<file path="src/rtl/tcprtt_pkg.sv">
`timescale 1ns / 1ps

package tcprtt_pkg;

    // Table geometry default
    localparam int unsigned TABLE_DEPTH_DEF = 64;

    // Header decode constants
    localparam logic [15:0] ETHERTYPE_IPV4 = 16'h0800;
    localparam logic [7:0]  PROTO_TCP      = 8'd6;
    localparam int unsigned FLAG_SYN_BIT   = 1;
    localparam int unsigned FLAG_ACK_BIT   = 4;

    // Register reset value
    localparam logic [15:0] MAX_MATCHES_RST = 16'd1000;

    // Time conversion: usec/1000 by reciprocal multiply, exact for |du| < 2^20
    localparam int unsigned MS_PER_SEC   = 1000;
    localparam int unsigned USEC_PER_MS  = 1000;
    localparam int unsigned USEC_W       = 20;
    localparam int unsigned RECIP_SHIFT  = 30;
    localparam int unsigned RECIP_W      = 21;
    localparam logic [RECIP_W-1:0] DIV_RECIP =
        RECIP_W'(((1 << RECIP_SHIFT) + USEC_PER_MS - 1) / USEC_PER_MS);

    // Result status codes
    typedef enum logic [2:0] {
        ST_NOT_TCP       = 3'd0,
        ST_SYN_STORED    = 3'd1,
        ST_SYN_DROPPED   = 3'd2,
        ST_MATCHED       = 3'd3,
        ST_ACK_UNMATCHED = 3'd4,
        ST_OTHER         = 3'd5,
        ST_LIMIT         = 3'd6
    } t_status;

    // Input beat
    typedef struct packed {
        logic [15:0]       eth_type;
        logic [7:0]        ip_protocol;
        logic [7:0]        tcp_flags;
        logic [31:0]       seq_num;
        logic [31:0]       ack_num;
        logic [31:0]       ts_sec;
        logic [USEC_W-1:0] ts_usec;
    } t_in_beat;

    // Output beat
    typedef struct packed {
        logic [2:0]         status;
        logic signed [31:0] rtt_ms;
        logic signed [63:0] sum_ms;
        logic [15:0]        match_count;
    } t_out_beat;

    // One table entry as held in memory
    typedef struct packed {
        logic              valid;
        logic [31:0]       seq;
        logic [31:0]       sec;
        logic [USEC_W-1:0] usec;
    } t_entry;

endpackage

</file>
<file path="src/rtl/tcprtt_rtt.sv">
`timescale 1ns / 1ps

// Three-stage RTT unit: rtt = (dsec * 1000) + trunc(dusec / 1000), 32-bit wrap
module tcprtt_rtt import tcprtt_pkg::*; (
    input  logic              i_clk,
    input  logic              i_rst_n,
    input  logic              i_start,
    input  logic [31:0]       i_ts_sec,
    input  logic [USEC_W-1:0] i_ts_usec,
    input  logic [31:0]       i_ent_sec,
    input  logic [USEC_W-1:0] i_ent_usec,
    output logic              o_done,
    output logic [31:0]       o_rtt
);

    localparam int unsigned PROD_W = USEC_W + RECIP_W;
    localparam int unsigned Q_W    = PROD_W - RECIP_SHIFT;

    logic [USEC_W:0]     n_du;
    logic [PROD_W-1:0]   n_prod;
    logic [31:0]         n_q;

    logic                r_v1, r_v2, r_v3;
    logic                r_neg1, r_neg2;
    logic [USEC_W-1:0]   r_abs;
    logic [31:0]         r_dsec;
    logic [Q_W-1:0]      r_qabs;
    logic [31:0]         r_ms;
    logic [31:0]         r_rtt;

    // Signed usec difference, one bit wider than the field
    assign n_du   = {1'b0, i_ts_usec} - {1'b0, i_ent_usec};
    assign n_prod = PROD_W'(r_abs) * PROD_W'(DIV_RECIP);
    assign n_q    = 32'(r_qabs);

    // Stage valids
    always_ff @(posedge i_clk) begin
        if (!i_rst_n) begin
            r_v1 <= 1'b0;
            r_v2 <= 1'b0;
            r_v3 <= 1'b0;
        end else begin
            r_v1 <= i_start;
            r_v2 <= r_v1;
            r_v3 <= r_v2;
        end
    end

    // Datapath
    always_ff @(posedge i_clk) begin
        // stage 1: differences, magnitude of usec delta
        r_neg1 <= n_du[USEC_W];
        r_abs  <= n_du[USEC_W] ? USEC_W'(-n_du) : n_du[USEC_W-1:0];
        r_dsec <= i_ts_sec - i_ent_sec;
        // stage 2: both multiplies
        r_qabs <= n_prod[PROD_W-1:RECIP_SHIFT];
        r_ms   <= r_dsec * 32'(MS_PER_SEC);
        r_neg2 <= r_neg1;
        // stage 3: quotient truncates toward zero
        r_rtt  <= r_ms + (r_neg2 ? -n_q : n_q);
    end

    assign o_done = r_v3;
    assign o_rtt  = r_rtt;

endmodule

</file>
<file path="config.mk">
export PLATFORM = sky130hd
export DESIGN_NAME = tcprtt_rtt
export DESIGN_NICKNAME = d
export VERILOG_FILES = /design/src/rtl/tcprtt_pkg.sv /design/src/rtl/tcprtt_rtt.sv
export SDC_FILE = /design/constraint.sdc
export NUM_CORES = 1
export LEC_CHECK = 0
export BUFFER_PORTS_ARGS = -buffer_cell sky130_fd_sc_hd__buf_2
export CAP_MARGIN = 5
export CELL_PAD_IN_SITES_DETAIL_PLACEMENT = 0
export CELL_PAD_IN_SITES_GLOBAL_PLACEMENT = 1
export CORE_UTILIZATION = 50
export DETAILED_ROUTE_END_ITERATION = 8
export PLACE_DENSITY = 0.86
export SLEW_MARGIN = 25
export SYNTH_ARGS = -nofsm -noshare
export SYNTH_HDL_FRONTEND = slang
export SYNTH_SLANG_ARGS = --single-unit
</file>
<file path="constraint.sdc">
create_clock -name i_clk -period 10.8 [get_ports i_clk]
set_input_delay 1.62 -clock i_clk [delete_from_list [all_inputs] [get_ports i_clk]]
set_output_delay 1.62 -clock i_clk [all_outputs]
set_load 0.05 [all_outputs]
</file>
## After elaboration in Yosys (flattened, before gate mapping)

Cells that the tools add are included.

- Register bits: 129
- Output and inout port bits: 33
- Logic and storage cells: 19
- Bits of input ports: 107

- Multipliers: 2
- $add $sub $neg: 5
- Muxes and demuxes: 2

Operator list:

| cell | count |
|---|---|
| 20-bit by 20-bit multiplier with 40-bit output (second input constant) | 1 |
| 32-bit adder | 1 |
| 32-bit by 7-bit multiplier with 29-bit output (second input constant) | 1 |
| 32-bit 2-to-1 mux | 1 |
| 11-bit negation with 32-bit output | 1 |
| 32-bit subtractor | 1 |
| 20-bit by 20-bit subtractor with 21-bit output | 1 |
| 20-bit 2-to-1 mux | 1 |
| 20-bit negation | 1 |

## Depth between registers and ports, before layout

Gate-level depths: netlist (run 1).

- Word-level depth: 3
- Gate-level depth with buffers: 21
- Mapped depth without buffers: 21

## Worst setup path after synthesis (run 1)

OpenSTA, ideal clock, no wires.

- Path kind: register -> register
- From: register r_abs[7]
- To: register r_qabs[10]
- Library setup time: 0.115 ns
- Data required time: 10.685 ns
- Data arrival time: 4.957 ns
- Buffers on the path: 0
- Cell stages (with the launch flop): 20
- Clock period less this slack: 5.072 ns
- Slack: 5.728 ns
- Cell sequence: dfxtp_1 -> ha_1 -> ha_1 -> fa_1 -> inv_1 -> fa_1 -> inv_1 -> fa_1 -> fa_1 -> ha_1 -> ha_1 -> o21a_1 -> o211ai_1 -> o21ai_0 -> nand3_1 -> a31oi_1 -> a211o_1 -> a21oi_1 -> o21bai_1 -> and2_1

- Cells in the longest elaborated chain, start to end: 1

RTL lines:

| item | line | source |
|---|---|---|
| start: declaration | tcprtt_rtt.sv:25 | `logic [USEC_W-1:0] r_abs;` |
| start signal: assignment | tcprtt_rtt.sv:53 | `r_abs <= n_du[USEC_W] ? USEC_W'(-n_du) : n_du[USEC_W-1:0];` |
| 20-bit by 20-bit multiplier with 40-bit output | tcprtt_rtt.sv:33 | `assign n_prod = PROD_W'(r_abs) * PROD_W'(DIV_RECIP);` |
| net n_prod[40] | tcprtt_rtt.sv:20 | `logic [PROD_W-1:0] n_prod;` |
| end signal: assignment | tcprtt_rtt.sv:56 | `r_qabs <= n_prod[PROD_W-1:RECIP_SHIFT];` |
| end: declaration | tcprtt_rtt.sv:27 | `logic [Q_W-1:0] r_qabs;` |

The timed path passes the listed nets, and every way through them passes these cells.
A chain may end at the register's enable or synchronous reset.

## Worst setup path in the final report (run 1)

- From: register r_abs[5]
- To: register r_qabs[6]

Same word-level chain as after synthesis.

==> flow_metrics.env, run 1 <==
export IMPL_dieArea_sq_um=32710
export IMPL_ctsResizeCount=0
export IMPL_final_common_cell="ha_1"
export IMPL_path_clk_slew_ps=60
export IMPL_htree_levels=4
export IMPL_status="finished, final reports clean"
export IMPL_place_congestion=0.8990
export IMPL_diodes=0
export IMPL_grt_start_max_net_pins=21
export IMPL_grt_use_total_pct=21.35
export IMPL_async_reset_ff_share_pct=0
export IMPL_antenna_found_initial=0
export IMPL_finish_instance_area_sq_um=17710
export IMPL_insertion_delay_ps=430
export IMPL_numPortBuffers=133
export IMPL_fin_crit_sh_pct=53.21
export IMPL_fin_nets=2426
export IMPL_cp_max_fo=6
export IMPL_dieHeight_microns=180.9
export IMPL_drv_cap=0
export IMPL_root_buffer="clkbuf_16"
export IMPL_yosysSeqAreaShare_pct=15.77
export IMPL_grt_remaining_overflow=0
export IMPL_arrival_ps=6060
export IMPL_end_kind="register"
export IMPL_drc_errors=0
export IMPL_syn_inst=1692
export IMPL_placed_cell_area_sq_um=17120
export IMPL_rsz0062_at_grt="false"
export IMPL_area_delta_synth_final_pct=10.70
export IMPL_grt_pass1_wl_microns=56480
export IMPL_synthTopCellsByArea="ha_1 (24%), fa_1 (22%), dfxtp_1 (16%)"
export IMPL_drt_iter0_drc=575
export IMPL_nFillCells=2880
export IMPL_post_cts_setup_buffers=0
export IMPL_row_count=65
export IMPL_wirelength_microns=32890
export IMPL_start_util_pct=50.69
export IMPL_coreArea_sq_um=31560
export IMPL_via_per_inst=5.279
export IMPL_io_pin_count=140
export IMPL_final_cells=2251
export IMPL_tightest_slew_ps=888.7
export IMPL_regToRegSetupSlack_ps=5050
export IMPL_fin_util_pct=56.11
export IMPL_ant_nets=0
export IMPL_synth_cell_types=69
export IMPL_drt_wirelength_per_cell_microns=14.61
export IMPL_synthFlopType="dfxtp_1"
export IMPL_postCtsHoldBufs=0
export IMPL_maxSlewViolCount=0
export IMPL_synth_edf_count=0
export IMPL_post_route_min_period_ps=5747
export IMPL_cts_sinks=126
export IMPL_yosysTopAreaCell="ha_1"
export IMPL_cts_buffers=17
export IMPL_syn_cell_area_sq_um=16000
export IMPL_cts_tree="yes"
export IMPL_die_w_microns=180.9
export IMPL_grt_pass1_vias=12170
export IMPL_dp_hpwl_microns=28030
export IMPL_slew_headroom_pct=40.13
export IMPL_cp_required_ps=11110
export IMPL_clockBufferDepth=2
export IMPL_crit_type="register to register"
export IMPL_hold_path_class="register to register"
export IMPL_fin_skew_ps=12.84
export IMPL_fmax_mhz=174.0
export IMPL_final_cell_mix="ha_1 (304), inv_1 (302), fa_1 (179)"
export IMPL_finalHoldViolCount=0
export IMPL_worst_setup_path_start_kind="register"
export IMPL_drive_above_1_share_pct=10.28
export IMPL_dr_total_vias=11880
export IMPL_tns_ps=0
export IMPL_dp_cells=2219
export IMPL_avgSynthCellArea_sq_um=9.454
export IMPL_synth_top_cell_area_share_pct=23.78
export IMPL_yosysWarnings=0
export IMPL_first_pass_iters=7
export IMPL_setup_viol=0
export IMPL_synth_net_count=2282
export IMPL_ys_seq_elements=126
## critical path, cell delays in order, from the launching register on
cell      delay, ps
dfxtp_1         540
ha_1            310
ha_1            230
fa_1            470
fa_1            520
fa_1            440
fa_1            550
inv_1            60
fa_1            500
inv_1            40
ha_1            340
nand2_1         130
nor4_1          520
nand2_1         110
o211ai_1        390
nand4_1         140
nand3b_1        140
a21oi_1          90
xnor2_1         130
## cells in the mapped netlist (all sizes together) (12+ instances only)
library cell and count:
ha 304, inv 302, fa 179, dfxtp 126
a21oi 109, xnor2 92, nor2 75, o21ai 68
nand2 66, a21o 49, xor2 40, nand2b 31
nand3 20, o21a 18, nor3 17, a31oi 16
o211ai 16, nand4 13, and3 12, o21bai 12
## cell type report
class	instances	area [sq um]	area share, %
Multi-Input combinational cell	1255	12290	69.43
Timing Repair Buffer	133	665.6	3.759
Clock inverter	14	145.1	0.8197
Inverter	303	1137	6.423
Tap cell	402	503.0	2.841
Clock buffer	18	439.2	2.480
Sequential cell	126	2522	14.25
## metal layers
metal / vias up / global-route usage [%] / part of all wire [%]
met4: 0 / 5.607 / 1.6
met3: 38 / 3.064 / 4.0
met1: 5607 / 29.46 / 49
met2: 240 / 35.03 / 45
li1: 5998 / - / -
met5: - / 0 / 0
## cell families (layout without fill, tap and decap cells)
kind of cell / Yosys count / in the layout / synth area share (%)
and+or+nand+nor: 284 / 284 / 8.910
xor gates and xnor gates: 133 / 133 / 7.376
AOI/OAI and AO/OA: 354 / 354 / 14.32
DFF: 126 / 126 / 15.77
buffers and inverters: 311 / 468 / 7.369
muxes: 1 / 1 / 0.07040
adders and majority gates: 483 / 483 / 46.18
## flip-flops by register name, summed over array words and instances, names as in the netlist
register	flops
o_rtt	32
r_dsec	29
r_ms	29
r_abs	20
r_qabs	11
o_done	1
r_neg1	1
r_neg2	1
r_v1	1
r_v2	1
## stage by stage
step / worst slack, ps / hold WS, ps
after CTS: 5043 / 376.2
after global placement: 5163 / 360.2
final: 5053 / 375.5
after detailed placement: 5126 / 366.6
after global routing: 4828 / 393.0
after floorplan: 5728 / 309.6
## final timing paths
check / from / end / cells after the start
max: r_abs[5] / r_qabs[6] / 18
max reg2reg: r_abs[5] / r_qabs[6] / 18
min: r_qabs[0] / o_rtt[0] / 0
min reg2reg: r_qabs[0] / o_rtt[0] / 0
Power of run 1 is left out: the tool's default activity adds up to more than one toggle a clock period on the data nets, which glitch-free logic cannot reach.
==> inputs of run 2 (changes only) <==
--- a/config.mk
+++ b/config.mk
@@ -9,9 +9,9 @@
 export CAP_MARGIN = 5
 export CELL_PAD_IN_SITES_DETAIL_PLACEMENT = 0
 export CELL_PAD_IN_SITES_GLOBAL_PLACEMENT = 1
-export CORE_UTILIZATION = 50
+export CORE_UTILIZATION = 48
 export DETAILED_ROUTE_END_ITERATION = 8
-export PLACE_DENSITY = 0.86
+export PLACE_DENSITY = 0.83
 export SLEW_MARGIN = 25
 export SYNTH_ARGS = -nofsm -noshare
 export SYNTH_HDL_FRONTEND = slang
==> constraint.sdc (replaced) <==
create_clock -name i_clk -period 5.8 [get_ports i_clk]
set_input_delay 0.87 -clock i_clk [delete_from_list [all_inputs] [get_ports i_clk]]
set_output_delay 0.87 -clock i_clk [all_outputs]
set_load 0.05 [all_outputs]
==> flow_metrics.env, run 2 (synthesis results as in run 1) <==
export IMPL_diodes=0
export IMPL_cp_max_fo=6
export IMPL_tightest_slew_ps=850.2
export IMPL_fin_nets=2433
export IMPL_post_cts_setup_buffers=0
export IMPL_largest_reg_flops=32
export IMPL_via_per_inst=5.162
export IMPL_cp_required_ps=6150
export IMPL_reg2reg_from="r_abs[3]"
export IMPL_setup_viol=0
export IMPL_maxSlewViolCount=0
export IMPL_antenna_found_initial=0
export IMPL_die_w_microns=184.5
export IMPL_tns_ps=0
export IMPL_area_delta_synth_final_pct=11.39
export IMPL_drc_errors=0
export IMPL_drv_cap=0
export IMPL_wirelength_microns=33570
export IMPL_insertion_delay_ps=430
export IMPL_place_congestion=0.8940
export IMPL_io_pin_count=140
export IMPL_finalHoldViolCount=0
export IMPL_worst_setup_path_start_kind="register"
export IMPL_cts_sinks=126
export IMPL_final_cell_mix="ha_1 (304), inv_1 (302), fa_1 (179)"
export IMPL_start_util_pct=48.91
export IMPL_finish_instance_area_sq_um=17820
export IMPL_post_route_min_period_ps=5575
export IMPL_hold_path_depth=0
export IMPL_hold_path_class="register to register"
export IMPL_rsz0062_at_grt="false"
export IMPL_fin_crit_sh_pct=96.12
export IMPL_cts_buffers=17
export IMPL_fmax_mhz=179.4
export IMPL_arrival_ps=5930
export IMPL_crit_type="register to register"
export IMPL_postCtsHoldBufs=0
export IMPL_dieArea_sq_um=34060
export IMPL_grt_use_total_pct=20.92
export IMPL_status="finished, final reports clean"
export IMPL_row_count=66
export IMPL_min_delay_start="r_qabs[0]"
export IMPL_drt_wirelength_per_cell_microns=14.61
export IMPL_slew_headroom_pct=42.72
export IMPL_dr_total_vias=11860
export IMPL_placed_cell_area_sq_um=17230
export IMPL_end_kind="register"
export IMPL_fin_util_pct=54.48
export IMPL_grt_remaining_overflow=0
export IMPL_final_common_cell="ha_1"
export IMPL_fin_skew_ps=13.17
export IMPL_drive_above_1_share_pct=10.61
export IMPL_root_buffer="clkbuf_16"
export IMPL_path_clk_slew_ps=60
export IMPL_grt_pass1_wl_microns=56550
export IMPL_ant_nets=0
export IMPL_dp_hpwl_microns=28820
export IMPL_htree_levels=4
export IMPL_critPathLaunch="r_abs[3]"
export IMPL_grt_start_max_net_pins=21
export IMPL_dieHeight_microns=184.5
export IMPL_coreArea_sq_um=32700
export IMPL_clockBufferDepth=2
export IMPL_grt_pass1_vias=12010
export IMPL_r2r_cells=21
export IMPL_drt_iter0_drc=488
export IMPL_cts_tree="yes"
export IMPL_ctsResizeCount=0
export IMPL_numPortBuffers=133
export IMPL_first_pass_iters=5
==> run 2: path summary, 6_finish.rpt <==
check,to,slack [ps]
setup reg to reg,r_qabs[1],230
setup / recovery,r_qabs[1],230
hold / removal,o_rtt[0],370
hold reg to reg,o_rtt[0],370
==> run 2: critical path, stage by stage, from the launching register on <==
cell and delay [ps]:
dfxtp_1 410, ha_1 330, ha_1 190, inv_1 80, fa_1 450, fa_1 490
inv_1 50, fa_1 480, fa_1 540, inv_1 50, fa_1 500, inv_1 40
ha_1 300, nand2_1 110, nor3_1 420, a41oi_1 220, o21ai_0 160, o21bai_1 110
nand4b_1 120, a31oi_1 140, o21bai_1 170, xor2_1 140
==> run 2: metal layers <==
layer | GRT usage [%] | routed length (microns) | up-vias | part of all wire, %
met1 | 29.34 | 16590 | 5570 | 49
li1 | - | - | 6018 | -
met4 | 4.767 | 462 | 0 | 1.4
met5 | 0 | 0 | - | 0
met2 | 34.28 | 15360 | 241 | 46
met3 | 2.569 | 1161 | 34 | 3.5
==> run 2: area by class of cell <==
| class | instances | area, sq um |
|---|---|---|
| sequential | 126 | 2522 |
| clock inverter | 15 | 166.4 |
| multi-input combinational | 1255 | 12290 |
| tap | 442 | 553.0 |
| clock buffer | 17 | 425.4 |
| fill | 3052 | 14880 |
| inverter | 303 | 1137 |
| timing repair buffer | 140 | 718.2 |
==> run 2: stage by stage <==
stage,instances,setup WS [ps],hold WS (ps)
finish,2298,225.0,372.1
detailed placement,2266,299.8,363.4
CTS,2298,265.7,374.6
global route,2298,3.346,385.7
global placement,2266,349.7,361.1
floorplan,1692,727.8,309.6
Power of run 2 is left out for the same reason.
==> inputs of run 3 (changes only) <==
--- a/config.mk
+++ b/config.mk
@@ -5,13 +5,15 @@
 export SDC_FILE = /design/constraint.sdc
 export NUM_CORES = 1
 export LEC_CHECK = 0
+export ABC_AREA = 1
 export BUFFER_PORTS_ARGS = -buffer_cell sky130_fd_sc_hd__buf_2
 export CAP_MARGIN = 5
 export CELL_PAD_IN_SITES_DETAIL_PLACEMENT = 0
 export CELL_PAD_IN_SITES_GLOBAL_PLACEMENT = 1
-export CORE_UTILIZATION = 48
+export CORE_UTILIZATION = 47
 export DETAILED_ROUTE_END_ITERATION = 8
-export PLACE_DENSITY = 0.83
+export GPL_TIMING_DRIVEN = 0
+export PLACE_DENSITY = 0.84
 export SLEW_MARGIN = 25
 export SYNTH_ARGS = -nofsm -noshare
 export SYNTH_HDL_FRONTEND = slang
==> flow_metrics.env, run 3 <==
export IMPL_synth_top_cell_area_share_pct=22.15
export IMPL_io_pin_count=140
export IMPL_diodes=0
export IMPL_rsz0062_at_grt="false"
export IMPL_htree_levels=4
export IMPL_drt_iter0_drc=614
export IMPL_status="finished, final reports clean"
export IMPL_fmax_mhz=190.3
export IMPL_async_reset_ff_share_pct=0
export IMPL_crit_path_top_delay_cell="dfxtp_1"
export IMPL_worst_setup_path_start_kind="register"
export IMPL_post_cts_setup_buffers=0
export IMPL_start_util_pct=48.05
export IMPL_post_route_min_period_ps=5256
export IMPL_antenna_found_initial=0
export IMPL_grt_pass1_wl_microns=65130
export IMPL_final_cell_mix="inv_1 (439), nand2_1 (382), ha_1 (304)"
export IMPL_die_w_microns=193.2
export IMPL_slew_headroom_pct=54.50
export IMPL_row_count=69
export IMPL_drive_above_1_share_pct=8.737
export IMPL_postCtsHoldBufs=0
export IMPL_place_congestion=0.9221
export IMPL_area_delta_synth_final_pct=10.70
export IMPL_maxSlewViolCount=0
export IMPL_root_buffer="clkbuf_16"
export IMPL_numPortBuffers=133
export IMPL_synth_edf_count=0
export IMPL_ys_seq_elements=126
export IMPL_fin_crit_sh_pct=90.62
export IMPL_hold_path_depth=0
export IMPL_grt_remaining_overflow=0
export IMPL_cts_sinks=126
export IMPL_slowest_delay_ps=610
export IMPL_synth_cell_types=45
export IMPL_clockBufferDepth=2
export IMPL_regArea_sq_um=2522
export IMPL_setup_viol=0
export IMPL_nFillCells=3444
export IMPL_drt_wirelength_per_cell_microns=13.84
export IMPL_finalHoldViolCount=0
export IMPL_wirelength_microns=38390
export IMPL_dp_hpwl_microns=34080
export IMPL_syn_cell_area_sq_um=17180
export IMPL_synth_net_count=2737
export IMPL_holdPathEnd="r_neg2"
export IMPL_largest_reg_flops=32
export IMPL_insertion_delay_ps=420
export IMPL_synth_most_common_cell="inv_1"
export IMPL_yosysTopAreaCell="ha_1"
export IMPL_end_kind="register"
export IMPL_tightest_slew_ps=665.3
export IMPL_ant_nets=0
export IMPL_reg2reg_from="r_abs[7]"
export IMPL_via_per_inst=4.981
export IMPL_arrival_ps=5570
export IMPL_drv_cap=0
export IMPL_synthFlopType="dfxtp_1"
export IMPL_dr_total_vias=13810
export IMPL_grt_use_total_pct=21.79
export IMPL_min_delay_start="r_neg1"
export IMPL_final_common_cell="inv_1"
export IMPL_yosysSeqAreaShare_pct=14.69
export IMPL_hold_path_class="register to register"
export IMPL_crit_path_cell_trace="ha_1, ha_1, fa_1, inv_1, fa_1, inv_1, fa_1, fa_1, ha_1, ha_1, a21oi_1, o21ai_0, o21bai_1, o21ai_0, nand3_1, nor2_1, nor2_1"
export IMPL_drc_errors=0
export IMPL_cts_tree="yes"
export IMPL_multiInputGateArea_sq_um=12960
export IMPL_ctsResizeCount=0
export IMPL_grt_start_max_net_pins=17
export IMPL_avgSynthCellArea_sq_um=8.000
export IMPL_yosysWarnings=0
export IMPL_tns_ps=0
export IMPL_syn_inst=2147
export IMPL_first_pass_iters=7
export IMPL_cp_max_fo=6
export IMPL_grt_pass1_vias=13930
export IMPL_cp_required_ps=6110
export IMPL_synthTopCellsByArea="ha_1 (22%), fa_1 (21%), dfxtp_1 (15%)"
export IMPL_path_clk_slew_ps=60
export IMPL_crit_type="register to register"
export IMPL_r2r_cells=17
export IMPL_fin_skew_ps=7.889
export IMPL_cts_buffers=17
export IMPL_dieHeight_microns=193.2
export IMPL_r2r_end="r_qabs[9]"
export IMPL_dieArea_sq_um=37310
export IMPL_synth_common_cells="inv_1 (439), nand2_1 (382), ha_1 (304)"
export IMPL_coreArea_sq_um=35740
export IMPL_fin_nets=2889
export IMPL_regToRegSetupSlack_ps=540
-- run 3: cell count changes in the layout (fill, tap and decap cells not counted), moves of 30 or more --
cell	before	now
a21o_1	49	17
a21oi_1	106	145
inv_1	302	439
nand2_1	66	382
nand2b_1	31	0
nand3_1	20	69
nor2_1	75	134
xnor2_1	92	39
xor2_1	40	70
-- run 3: area by class of cell --
| cell class | instances | share of cell area, % |
|---|---|---|
| timing repair buffer | 133 | 3.501 |
| tap | 461 | 3.034 |
| clock buffer | 18 | 2.310 |
| clock inverter | 14 | 0.8226 |
| buffer | 5 | 0.1974 |
| inverter | 441 | 8.706 |
| multi-input combinational | 1575 | 68.16 |
| sequential | 126 | 13.27 |
-- run 3: stage by stage --
| stage | instances | hold slack, ps | cell area [sq um] | setup WS [ps] | util [%] |
|---|---|---|---|---|---|
| 2_1_floorplan | 2147 | 309.6 | 17180 | 1137 | - |
| 3_3_place_gp | 2741 | 314.8 | 18420 | 545.5 | 51.53 |
| 3_5_place_dp | 2741 | 316.4 | 18420 | 568.8 | 51.53 |
| 4_1_cts | 2773 | 330.1 | 19010 | 541.1 | 53.20 |
| 5_1_grt | 2773 | 341.6 | 19010 | 204.2 | 53.20 |
| 6_report | 2773 | 331.3 | 19010 | 543.8 | 53.20 |
-- run 3: how the worst max path moves through the flow --
stage / from / end / slack, ps
2_1_floorplan: r_abs[2] / r_qabs[4] / 1140
3_3_place_gp: r_abs[4] / r_qabs[9] / 550
3_5_place_dp: r_abs[4] / r_qabs[9] / 570
4_1_cts: r_abs[4] / r_qabs[9] / 540
5_1_grt: r_abs[0] / r_qabs[4] / 200
6_report: r_abs[7] / r_qabs[9] / 540
-- run 3: cells by family (layout without fill, tap and decap cells) --
family          count (synthesis)  after routing  synth area share [%]
compound gates                309            309                 10.26
xor+xnor                      109            109                 5.558
fa+ha+maj                     483            483                 43.01
buf+inv                       446            611                 9.857
flops                         126            126                 14.69
simple gates                  674            674                 16.62
-- run 3: layer usage --
metal	track usage (%)	up-vias	wire length, microns
li1	-	7177	-
met1	30.15	6334	19220
met2	36.06	259	17350
met3	2.624	42	1280
met4	5.349	0	534
met5	0	-	0
-- run 3: worst max-delay path, delay by kind of cell, from the launching register on --
kind / cells / cell delay [ps]
AOI/OAI and AO/OA: 4 / 880
adders and majority gates: 8 / 3240
DFF: 1 / 610
and+or+nand+nor: 3 / 310
buffers and inverters: 2 / 110
Power of run 3 is left out for the same reason.
